**src/rtl/vlpc_pkg.sv**
```systemverilog
// Shared types, lamp colors and helper functions for the vehicle light
// pattern controller. No dependencies.
`default_nettype none

package vlpc_pkg;

  typedef struct packed {
    logic [7:0] blue;
    logic [7:0] green;
    logic [7:0] red;
  } rgb_t;

  // Proximity overlay for one front lamp, handed to the blend stage.
  typedef struct packed {
    logic        active;
    logic [12:0] closeness;
    logic [7:0]  ov_red;
    logic [7:0]  ov_green;
  } blend_t;

  localparam rgb_t C_TURN     = '{blue: 8'd0,   green: 8'd140, red: 8'd255};
  localparam rgb_t C_REV      = '{blue: 8'd255, green: 8'd255, red: 8'd255};
  localparam rgb_t C_HEAD_ACT = '{blue: 8'd240, green: 8'd255, red: 8'd255};
  localparam rgb_t C_HEAD_DBG = '{blue: 8'd255, green: 8'd255, red: 8'd0};
  localparam rgb_t C_LOCKED   = '{blue: 8'd32,  green: 8'd32,  red: 8'd255};
  localparam rgb_t C_TAIL_DBG = '{blue: 8'd255, green: 8'd120, red: 8'd0};
  localparam rgb_t C_TAIL_RED = '{blue: 8'd0,   green: 8'd0,   red: 8'd255};
  localparam rgb_t C_WIFI     = '{blue: 8'd255, green: 8'd180, red: 8'd0};
  localparam rgb_t C_OFF      = '{blue: 8'd0,   green: 8'd0,   red: 8'd0};

  localparam logic [1:0] MODE_DEBUG  = 2'd1;
  localparam logic [1:0] MODE_LOCKED = 2'd2;

  localparam logic [1:0] REG_FEATURE_EN = 2'd0;
  localparam logic [1:0] REG_BLINK_PER  = 2'd1;
  localparam logic [1:0] REG_ALERT_RC   = 2'd2;
  localparam logic [1:0] REG_ALERT_WIFI = 2'd3;

  localparam logic [15:0] BLINK_DEFAULT_MS = 16'd500;
  localparam logic [31:0] ALERT_STEP_MS    = 32'd180;
  localparam logic [12:0] RANGE_FAR        = 13'd4096;
  localparam logic [12:0] RANGE_HALF       = 13'd2048;
  localparam logic [12:0] CLOSE_MIN        = 13'd41;
  localparam logic signed [15:0] STEER_THRESH = 16'sd4096;
  localparam logic signed [15:0] REV_THRESH   = -16'sd2458;

  function automatic logic [31:0] hazard_len(input logic [1:0] step);
    logic [31:0] len;
    case (step)
      2'd3:    len = 32'd450;
      default: len = 32'd150;
    endcase
    return len;
  endfunction

  // Green-to-red gradient: 255*x/2048 done as (x<<8 - x) >> 11.
  function automatic blend_t front_overlay(input logic [12:0] range);
    logic [12:0] r_sat;
    logic [12:0] c;
    logic [12:0] x;
    logic [20:0] t;
    blend_t      b;
    r_sat = (range > RANGE_FAR) ? RANGE_FAR : range;
    c = RANGE_FAR - r_sat;
    x = (c <= RANGE_HALF) ? c : (RANGE_FAR - c);
    t = {x, 8'd0} - {8'd0, x};
    b.active    = (c >= CLOSE_MIN);
    b.closeness = c;
    if (c <= RANGE_HALF) begin
      b.ov_red   = t[18:11];
      b.ov_green = 8'd255;
    end else begin
      b.ov_red   = 8'd255;
      b.ov_green = t[18:11];
    end
    return b;
  endfunction

endpackage

`default_nettype wire

```
**src/rtl/vlpc_front_blend.sv**
```systemverilog
// Proximity blend and output register for one front lamp.
// Depends on vlpc_pkg.
`default_nettype none

module vlpc_front_blend (
  input  wire logic             clk,
  input  wire logic             load,
  input  wire vlpc_pkg::rgb_t   base,
  input  wire vlpc_pkg::blend_t blend,
  output vlpc_pkg::rgb_t        lamp
);

  logic [12:0]    far_w;
  logic [20:0]    br, bg, bb, or_p, og_p;
  logic [21:0]    sr, sg, sb;
  vlpc_pkg::rgb_t mixed;

  assign far_w = vlpc_pkg::RANGE_FAR - blend.closeness;
  assign br    = 21'(base.red)   * 21'(far_w);
  assign bg    = 21'(base.green) * 21'(far_w);
  assign bb    = 21'(base.blue)  * 21'(far_w);
  assign or_p  = 21'(blend.ov_red)   * 21'(blend.closeness);
  assign og_p  = 21'(blend.ov_green) * 21'(blend.closeness);
  assign sr    = 22'(br) + 22'(or_p);
  assign sg    = 22'(bg) + 22'(og_p);
  assign sb    = 22'(bb);

  // sums do not exceed 255*4096, so the quotient fits 8 bits
  assign mixed.red   = sr[19:12];
  assign mixed.green = sg[19:12];
  assign mixed.blue  = sb[19:12];

  always_ff @(posedge clk) begin
    if (load) begin
      lamp <= blend.active ? mixed : base;
    end
  end

endmodule

`default_nettype wire

```
**src/rtl/vehicle_light_pattern_controller_core.sv**
```systemverilog
// Top level of the vehicle light pattern controller: stream ports, timers,
// pattern selection and the two-stage result pipeline.
// Depends on vlpc_pkg and vlpc_front_blend.
`default_nettype none

// Takes one sample word per cycle and returns at most one lamp word for it
// via the stage one and output registers. Stage one picks the pattern and
// updates the blink, hazard and alert timers; stage two does the proximity
// blend of the front lamps, two multiplies each for red and green, one for
// blue. Throughput is one word per cycle; ready drops only while the output
// register is full and not taken. Samples taken while the feature is off and
// hazard is clear produce no output word and leave all timers untouched.
module vehicle_light_pattern_controller_core (
  input  wire logic        clk,
  input  wire logic        rst,
  input  wire logic        s_tvalid,
  output      logic        s_tready,
  // now_ms[31:0], hazard[32], status_mode[34:33], throttle[50:35],
  // steering[66:51], range_left[79:67], range_right[92:80],
  // rc_link_up[93], wifi_link_up[94], zero[95]
  input  wire logic [95:0] s_tdata,
  output      logic        m_tvalid,
  input  wire logic        m_tready,
  // front_left rgb[23:0], front_right rgb[47:24], rear_left rgb[71:48],
  // rear_right rgb[95:72]; each lamp red, green, blue from the low byte up
  output      logic [95:0] m_tdata,
  input  wire logic        cfg_we,
  input  wire logic [1:0]  cfg_index,
  input  wire logic [15:0] cfg_data
);

  localparam logic [1:0] ALERT_NONE = 2'd0;
  localparam logic [1:0] ALERT_RC   = 2'd1;
  localparam logic [1:0] ALERT_WIFI = 2'd2;

  // config
  logic        feature_enabled;
  logic [15:0] blink_period_ms;
  logic        alert_on_rc;
  logic        alert_on_wifi;

  // timers
  logic        blink_on, blink_on_next;
  logic [31:0] blink_toggle_time, blink_toggle_time_next;
  logic [1:0]  hazard_step, hazard_step_next;
  logic [31:0] hazard_step_start, hazard_step_start_next;
  logic [1:0]  alert_step, alert_step_next;
  logic [31:0] alert_step_start, alert_step_start_next;

  // input fields
  logic [31:0]        now_ms;
  logic               hazard;
  logic [1:0]         status_mode;
  logic signed [15:0] throttle;
  logic signed [15:0] steering;
  logic [12:0]        range_left;
  logic [12:0]        range_right;
  logic               rc_link_up;
  logic               wifi_link_up;

  assign now_ms       = s_tdata[31:0];
  assign hazard       = s_tdata[32];
  assign status_mode  = s_tdata[34:33];
  assign throttle     = s_tdata[50:35];
  assign steering     = s_tdata[66:51];
  assign range_left   = s_tdata[79:67];
  assign range_right  = s_tdata[92:80];
  assign rc_link_up   = s_tdata[93];
  assign wifi_link_up = s_tdata[94];

  // pipeline control
  logic a_valid;
  logic advance_b;
  logic s_accept;
  logic produce;

  assign advance_b = a_valid && (!m_tvalid || m_tready);
  assign s_tready  = !a_valid || advance_b;
  assign s_accept  = s_tvalid && s_tready;
  assign produce   = feature_enabled || hazard;

  // stage one logic
  logic [15:0]      period;
  logic             blink_due, haz_due, alert_due;
  logic [1:0]       alert_kind;
  vlpc_pkg::rgb_t   fl, fr, rl, rr, head, tail, blinkc;
  logic             blend_en;
  vlpc_pkg::blend_t ov_l, ov_r, bl_l, bl_r;

  assign ov_l = vlpc_pkg::front_overlay(range_left);
  assign ov_r = vlpc_pkg::front_overlay(range_right);

  always_comb begin
    period    = (blink_period_ms == 16'd0) ? vlpc_pkg::BLINK_DEFAULT_MS : blink_period_ms;
    blink_due = (now_ms - blink_toggle_time) >= {17'd0, period[15:1]};
    blink_on_next          = blink_on ^ blink_due;
    blink_toggle_time_next = blink_due ? now_ms : blink_toggle_time;

    haz_due = (now_ms - hazard_step_start) >= vlpc_pkg::hazard_len(hazard_step);
    if (hazard) begin
      hazard_step_next       = haz_due ? hazard_step + 2'd1 : hazard_step;
      hazard_step_start_next = haz_due ? now_ms : hazard_step_start;
    end else begin
      hazard_step_next       = 2'd0;
      hazard_step_start_next = now_ms;
    end

    if (alert_on_rc && !rc_link_up) begin
      alert_kind = ALERT_RC;
    end else if (alert_on_wifi && !wifi_link_up) begin
      alert_kind = ALERT_WIFI;
    end else begin
      alert_kind = ALERT_NONE;
    end
    alert_due = (now_ms - alert_step_start) >= vlpc_pkg::ALERT_STEP_MS;
    if (hazard) begin
      alert_step_next       = alert_step;
      alert_step_start_next = alert_step_start;
    end else if (alert_kind != ALERT_NONE) begin
      alert_step_next       = alert_due ? alert_step + 2'd1 : alert_step;
      alert_step_start_next = alert_due ? now_ms : alert_step_start;
    end else begin
      alert_step_next       = 2'd0;
      alert_step_start_next = now_ms;
    end

    case (status_mode)
      vlpc_pkg::MODE_DEBUG: begin
        head = vlpc_pkg::C_HEAD_DBG;
        tail = vlpc_pkg::C_TAIL_DBG;
      end
      vlpc_pkg::MODE_LOCKED: begin
        head = vlpc_pkg::C_LOCKED;
        tail = vlpc_pkg::C_LOCKED;
      end
      default: begin
        head = vlpc_pkg::C_HEAD_ACT;
        tail = vlpc_pkg::C_TAIL_RED;
      end
    endcase
    blinkc   = blink_on_next ? vlpc_pkg::C_TURN : vlpc_pkg::C_OFF;
    blend_en = 1'b0;

    if (hazard) begin
      fl = (hazard_step_next[0] == 1'b0) ? vlpc_pkg::C_TURN : vlpc_pkg::C_OFF;
      fr = fl;
      rl = fl;
      rr = fl;
    end else if (alert_kind == ALERT_RC) begin
      fl = (alert_step_next[0] == 1'b0) ? vlpc_pkg::C_TURN : vlpc_pkg::C_OFF;
      rl = fl;
      fr = (alert_step_next[0] == 1'b0) ? vlpc_pkg::C_OFF : vlpc_pkg::C_TURN;
      rr = fr;
    end else if (alert_kind == ALERT_WIFI) begin
      fl = (alert_step_next[1] == 1'b0) ? vlpc_pkg::C_WIFI : vlpc_pkg::C_OFF;
      fr = fl;
      rl = (alert_step_next[1] == 1'b0) ? vlpc_pkg::C_OFF : vlpc_pkg::C_WIFI;
      rr = rl;
    end else begin
      blend_en = 1'b1;
      fl = head;
      fr = head;
      rl = tail;
      rr = tail;
      if (throttle <= vlpc_pkg::REV_THRESH) begin
        rl = vlpc_pkg::C_REV;
        rr = vlpc_pkg::C_REV;
      end
      if (steering < -vlpc_pkg::STEER_THRESH) begin
        fl = blinkc;
        rl = blinkc;
      end else if (steering > vlpc_pkg::STEER_THRESH) begin
        fr = blinkc;
        rr = blinkc;
      end
    end

    bl_l = ov_l;
    bl_r = ov_r;
    bl_l.active = ov_l.active && blend_en;
    bl_r.active = ov_r.active && blend_en;
  end

  // config and timer registers
  always_ff @(posedge clk) begin
    if (rst) begin
      feature_enabled   <= 1'b1;
      blink_period_ms   <= vlpc_pkg::BLINK_DEFAULT_MS;
      alert_on_rc       <= 1'b1;
      alert_on_wifi     <= 1'b1;
      blink_on          <= 1'b0;
      blink_toggle_time <= 32'd0;
      hazard_step       <= 2'd0;
      hazard_step_start <= 32'd0;
      alert_step        <= 2'd0;
      alert_step_start  <= 32'd0;
    end else begin
      if (cfg_we) begin
        case (cfg_index)
          vlpc_pkg::REG_FEATURE_EN: feature_enabled <= cfg_data[0];
          vlpc_pkg::REG_BLINK_PER:  blink_period_ms <= cfg_data;
          vlpc_pkg::REG_ALERT_RC:   alert_on_rc     <= cfg_data[0];
          vlpc_pkg::REG_ALERT_WIFI: alert_on_wifi   <= cfg_data[0];
          default: ;
        endcase
      end
      if (s_accept && produce) begin
        blink_on          <= blink_on_next;
        blink_toggle_time <= blink_toggle_time_next;
        hazard_step       <= hazard_step_next;
        hazard_step_start <= hazard_step_start_next;
        alert_step        <= alert_step_next;
        alert_step_start  <= alert_step_start_next;
      end
    end
  end

  // stage one register
  vlpc_pkg::rgb_t   a_fl, a_fr, a_rl, a_rr;
  vlpc_pkg::blend_t a_bl_l, a_bl_r;

  always_ff @(posedge clk) begin
    if (rst) begin
      a_valid <= 1'b0;
    end else if (s_accept) begin
      a_valid <= produce;
    end else if (advance_b) begin
      a_valid <= 1'b0;
    end
  end

  always_ff @(posedge clk) begin
    if (s_accept) begin
      a_fl   <= fl;
      a_fr   <= fr;
      a_rl   <= rl;
      a_rr   <= rr;
      a_bl_l <= bl_l;
      a_bl_r <= bl_r;
    end
  end

  // stage two: blend and output register
  vlpc_pkg::rgb_t o_fl, o_fr, o_rl, o_rr;

  vlpc_front_blend u_blend_left (
    .clk   (clk),
    .load  (advance_b),
    .base  (a_fl),
    .blend (a_bl_l),
    .lamp  (o_fl)
  );

  vlpc_front_blend u_blend_right (
    .clk   (clk),
    .load  (advance_b),
    .base  (a_fr),
    .blend (a_bl_r),
    .lamp  (o_fr)
  );

  always_ff @(posedge clk) begin
    if (advance_b) begin
      o_rl <= a_rl;
      o_rr <= a_rr;
    end
  end

  always_ff @(posedge clk) begin
    if (rst) begin
      m_tvalid <= 1'b0;
    end else if (advance_b) begin
      m_tvalid <= 1'b1;
    end else if (m_tready) begin
      m_tvalid <= 1'b0;
    end
  end

  assign m_tdata = {o_rr, o_rl, o_fr, o_fl};

`ifndef SYNTH
  a_idle_keeps_timers: assert property (@(posedge clk) disable iff (rst)
    s_accept && !produce |=> $stable(blink_on) && $stable(blink_toggle_time)
      && $stable(hazard_step) && $stable(alert_step))
    else $error("timers changed on a sample without output");

  a_hazard_clear: assert property (@(posedge clk) disable iff (rst)
    s_accept && produce && !hazard |=> hazard_step == 2'd0)
    else $error("hazard step not cleared");

  a_alert_clear: assert property (@(posedge clk) disable iff (rst)
    s_accept && produce && !hazard && alert_kind == ALERT_NONE |=> alert_step == 2'd0)
    else $error("alert step not cleared");

  a_stage_hold: assert property (@(posedge clk) disable iff (rst)
    a_valid && !advance_b |=> a_valid && $stable(a_fl) && $stable(a_rr))
    else $error("stage one word lost under stall");
`endif

endmodule

`default_nettype wire
```
**config.mk**
```make
export PLATFORM = sky130hd
export DESIGN_NAME = vehicle_light_pattern_controller_core
export DESIGN_NICKNAME = d
export VERILOG_FILES = /design/src/rtl/vlpc_pkg.sv /design/src/rtl/vlpc_front_blend.sv /design/src/rtl/vehicle_light_pattern_controller_core.sv
export SDC_FILE = /design/constraint.sdc
export NUM_CORES = 2
export LEC_CHECK = 0
export BUFFER_PORTS_ARGS = -buffer_cell sky130_fd_sc_hd__buf_4
export CORE_ASPECT_RATIO = 2
export CORE_MARGIN = 2
export CORE_UTILIZATION = 45
export CTS_BUF_LIST = sky130_fd_sc_hd__clkbuf_4
export CTS_CLUSTER_DIAMETER = 200
export DETAILED_ROUTE_END_ITERATION = 7
export PLACE_DENSITY_LB_ADDON = 0.08
export SLEW_MARGIN = 40
export SYNTH_ARGS = -nofsm -noshare
export SYNTH_HDL_FRONTEND = slang
export SYNTH_HIERARCHICAL = 1
export SYNTH_SLANG_ARGS = --single-unit
export TNS_END_PERCENT = 5
```
**constraint.sdc**
```tcl
create_clock -name clk -period 19.6 [get_ports clk]
set_input_delay 5.88 -clock clk [delete_from_list [all_inputs] [get_ports clk]]
set_output_delay 5.88 -clock clk [all_outputs]
set_load 0.05 [all_outputs]
```
==> impl_metrics.json <==
{
  "outcome": "complete, no violations",
  "finalHoldViolCount": 0,
  "cp_num_buf_inv": 2,
  "initial_core_util_pct": 45.2,
  "clock-sinks": 272,
  "slew_headroom_pct": 39.6,
  "ant_nets": 0,
  "synth_edf_count": 150,
  "h-tree-depth": 3,
  "cts_resized": 0,
  "fin_area_um2": 56200,
  "die_h_um": 484,
  "grt_pass1_vias": 45356,
  "crit_path_end_kind": "output pin",
  "grt.overflow.total": 0,
  "cts_setup_buffers": 0,
  "period_share_pct": 63.8,
  "hpwl_mm": 134,
  "cts-root-buf": "clkbuf_4",
  "routabilityCongestion": 0.968,
  "dieArea_um2": 118000,
  "dp_cells": 7493,
  "async_reset_ff_share_pct": 0,
  "syn_area_um2": 51900,
  "ys_types": 109,
  "cp_top_family": "simple AND/OR/NAND/NOR gates",
  "setup-tns-final_ns": 0,
  "fin_cells": 7649,
  "firstDrtPassIters": 6,
  "via_per_inst": 5.47,
  "criticalPathCategory": "input port to output pin",
  "layout-drive-gt1-share_pct": 8.89,
  "drt_iter0_markers": 1833,
  "io_buffers": 215,
  "finalSetupViolations": 0,
  "cap_violations": 0,
  "placed_cell_area_um2": 55000,
  "clock.fmax_mhz": 80.0,
  "io_pins": 217,
  "clock-skew-final_ns": 0.155,
  "layout.nets": 7408,
  "synth-seq-area-share_pct": 13.4,
  "ys_warn_count": 6,
  "layout_common_cells": "inv_1 (1100), fa_1 (779), nand2_1 (776)",
  "coreArea_um2": 115000,
  "numCtsBuffers": 76,
  "min_path_type": "flop to flop",
  "final_common_cell": "inv_1",
  "synthFlopType": "edfxtp_1",
  "rsz0062_at_grt": "no",
  "clkTransAtPathRegs_ns": 0.07,
  "wl_mm": 164,
  "grt_pass1_wl_mm": 254,
  "wire_per_inst_um": 21.4,
  "vias": 41815,
  "crit_chain": "buf_4 > nor2b_1 > nand2_1 > buf_4",
  "area_growth_pct": 8.21,
  "synth_nets": 7346,
  "required_ns": 13.72,
  "clock_latency_ns": 1.04,
  "die_w_um": 244,
  "grt_max_degree": 85,
  "worst_pin_slew_ns": 0.907,
  "drc": 0,
  "antenna_found_initial": 15,
  "slowest_stage": "nor2b_1",
  "drv_slew": 0,
  "cpMostUsedCell": "buf_4",
  "min_period_ns": 12.50,
  "cts_tree": "built",
  "synth_area_per_cell_um2": 8.66,
  "cts_hold_buf": 0,
  "cts.path.max_buffers": 3,
  "critPathMaxFanout": 3,
  "cp-start-kind": "input port",
  "synth_seq_cells": 272,
  "rows": 176,
  "grt.total_usage_pct": 28.4,
  "max_stage_delay_ns": 0.25,
  "netlist_instances": 5998,
  "cp.arrival_ns": 6.62
}
[per-layer routing]
layer,track usage [%],vias up,part of all wire (%)
met2,57.0,954,57
met4,22.9,4,9.7
met1,24.5,20998,30
li1,-,19352,-
met5,0,-,0.014
met3,3.08,507,2.8
[area by class of cell]
class	instances	area, µm²
Clock inverter	46	360
Timing Repair Buffer	296	2290
Sequential cell	272	6950
Antenna cell	16	40.0
Inverter	1106	4150
Fill cell	11361	58600
Multi-Input combinational cell	4308	39800
Tap cell	1513	1890
Clock buffer	92	691
[worst register-to-register path, cell delays in order, from the launching register on]
cell	delay, ns
edfxtp_1	0.65
inv_1	0.47
nand3_1	0.15
or3_1	0.73
nor4_1	0.72
xnor2_4	0.17
buf_4	0.42
nand2_1	0.14
fa_1	0.49
fa_1	0.55
inv_1	0.06
fa_1	0.51
fa_1	0.47
fa_1	0.51
inv_1	0.05
fa_1	0.50
inv_1	0.05
ha_1	0.32
a21oi_1	0.18
nand2_1	0.14
a2111oi_1	0.64
buf_4	0.24
o21a_1	0.17
o31ai_1	0.09
nor4_1	0.37
o221ai_1	0.18
[synthesized netlist by cell type, types with 29 or more instances]
cell,count,area (µm²)
and2_1,539,3370
a21o_1,52,390
or3_1,52,325
buf_4,35,263
a211oi_1,32,240
mux2i_1,110,1100
mux2_2,32,360
clkbuf_1,247,927
o21a_1,44,330
o211ai_1,32,240
nand2_1,777,2920
nor4_1,42,263
a21oi_1,184,921
nor2_1,239,897
inv_1,1101,4130
nand3_1,69,345
dfxtp_1,122,2440
nor3_1,75,375
o21ai_0,127,636
nand4_1,34,213
fa_1,779,15600
xor2_1,54,473
xnor2_1,101,885
a31oi_1,29,181
ha_1,450,5630
edfxtp_1,150,4500
and3_1,31,194
[flip-flops by register name, indices dropped and copies added, names as in the netlist, 14 cells and up]
register,count
a_bl_l,30
a_bl_r,30
alert_step_start,32
blink_period_ms,16
blink_toggle_time,32
hazard_step_start,32
m_tdata,14
u_blend_left/lamp,24
u_blend_right/lamp,24
[through the flow]
stage	setup WS (ns)	hold WS (ns)	utilization (%)
2_1_floorplan	7.35	0.400	-
3_3_place_gp	7.10	0.404	47.8
3_5_place_dp	7.09	0.413	48.0
4_1_cts	7.09	0.293	48.9
5_1_grt	7.02	0.334	49.0
6_report	7.10	0.337	49.0
[path summary, 6_finish.rpt]
kind                        start                               to  slack (ns)  cells past startpoint
max reg2reg  a_bl_r[16]$_DFFE_PP_  u_blend_right/lamp[7]$_DFFE_PP_       10.39                     25
max                      m_tready                         s_tready        7.10                      4
min            a_rr[11]$_DFFE_PP_            m_tdata[83]$_DFFE_PP_        0.34                      0
min reg2reg    a_rr[11]$_DFFE_PP_            m_tdata[83]$_DFFE_PP_        0.34                      0
[cell families after synthesis]
kind of cell	after synthesis	share of synthesized area, %
xor+xnor	159	2.79
buf+inv	1418	10.6
fa+ha+maj	1232	40.9
mux	142	2.82
simple gates	2013	19.4
compound gates	762	10.1
flops	272	13.4
Power is not shown: default switching activity piles up to over one toggle a cycle in this logic, so the estimate is an artifact.
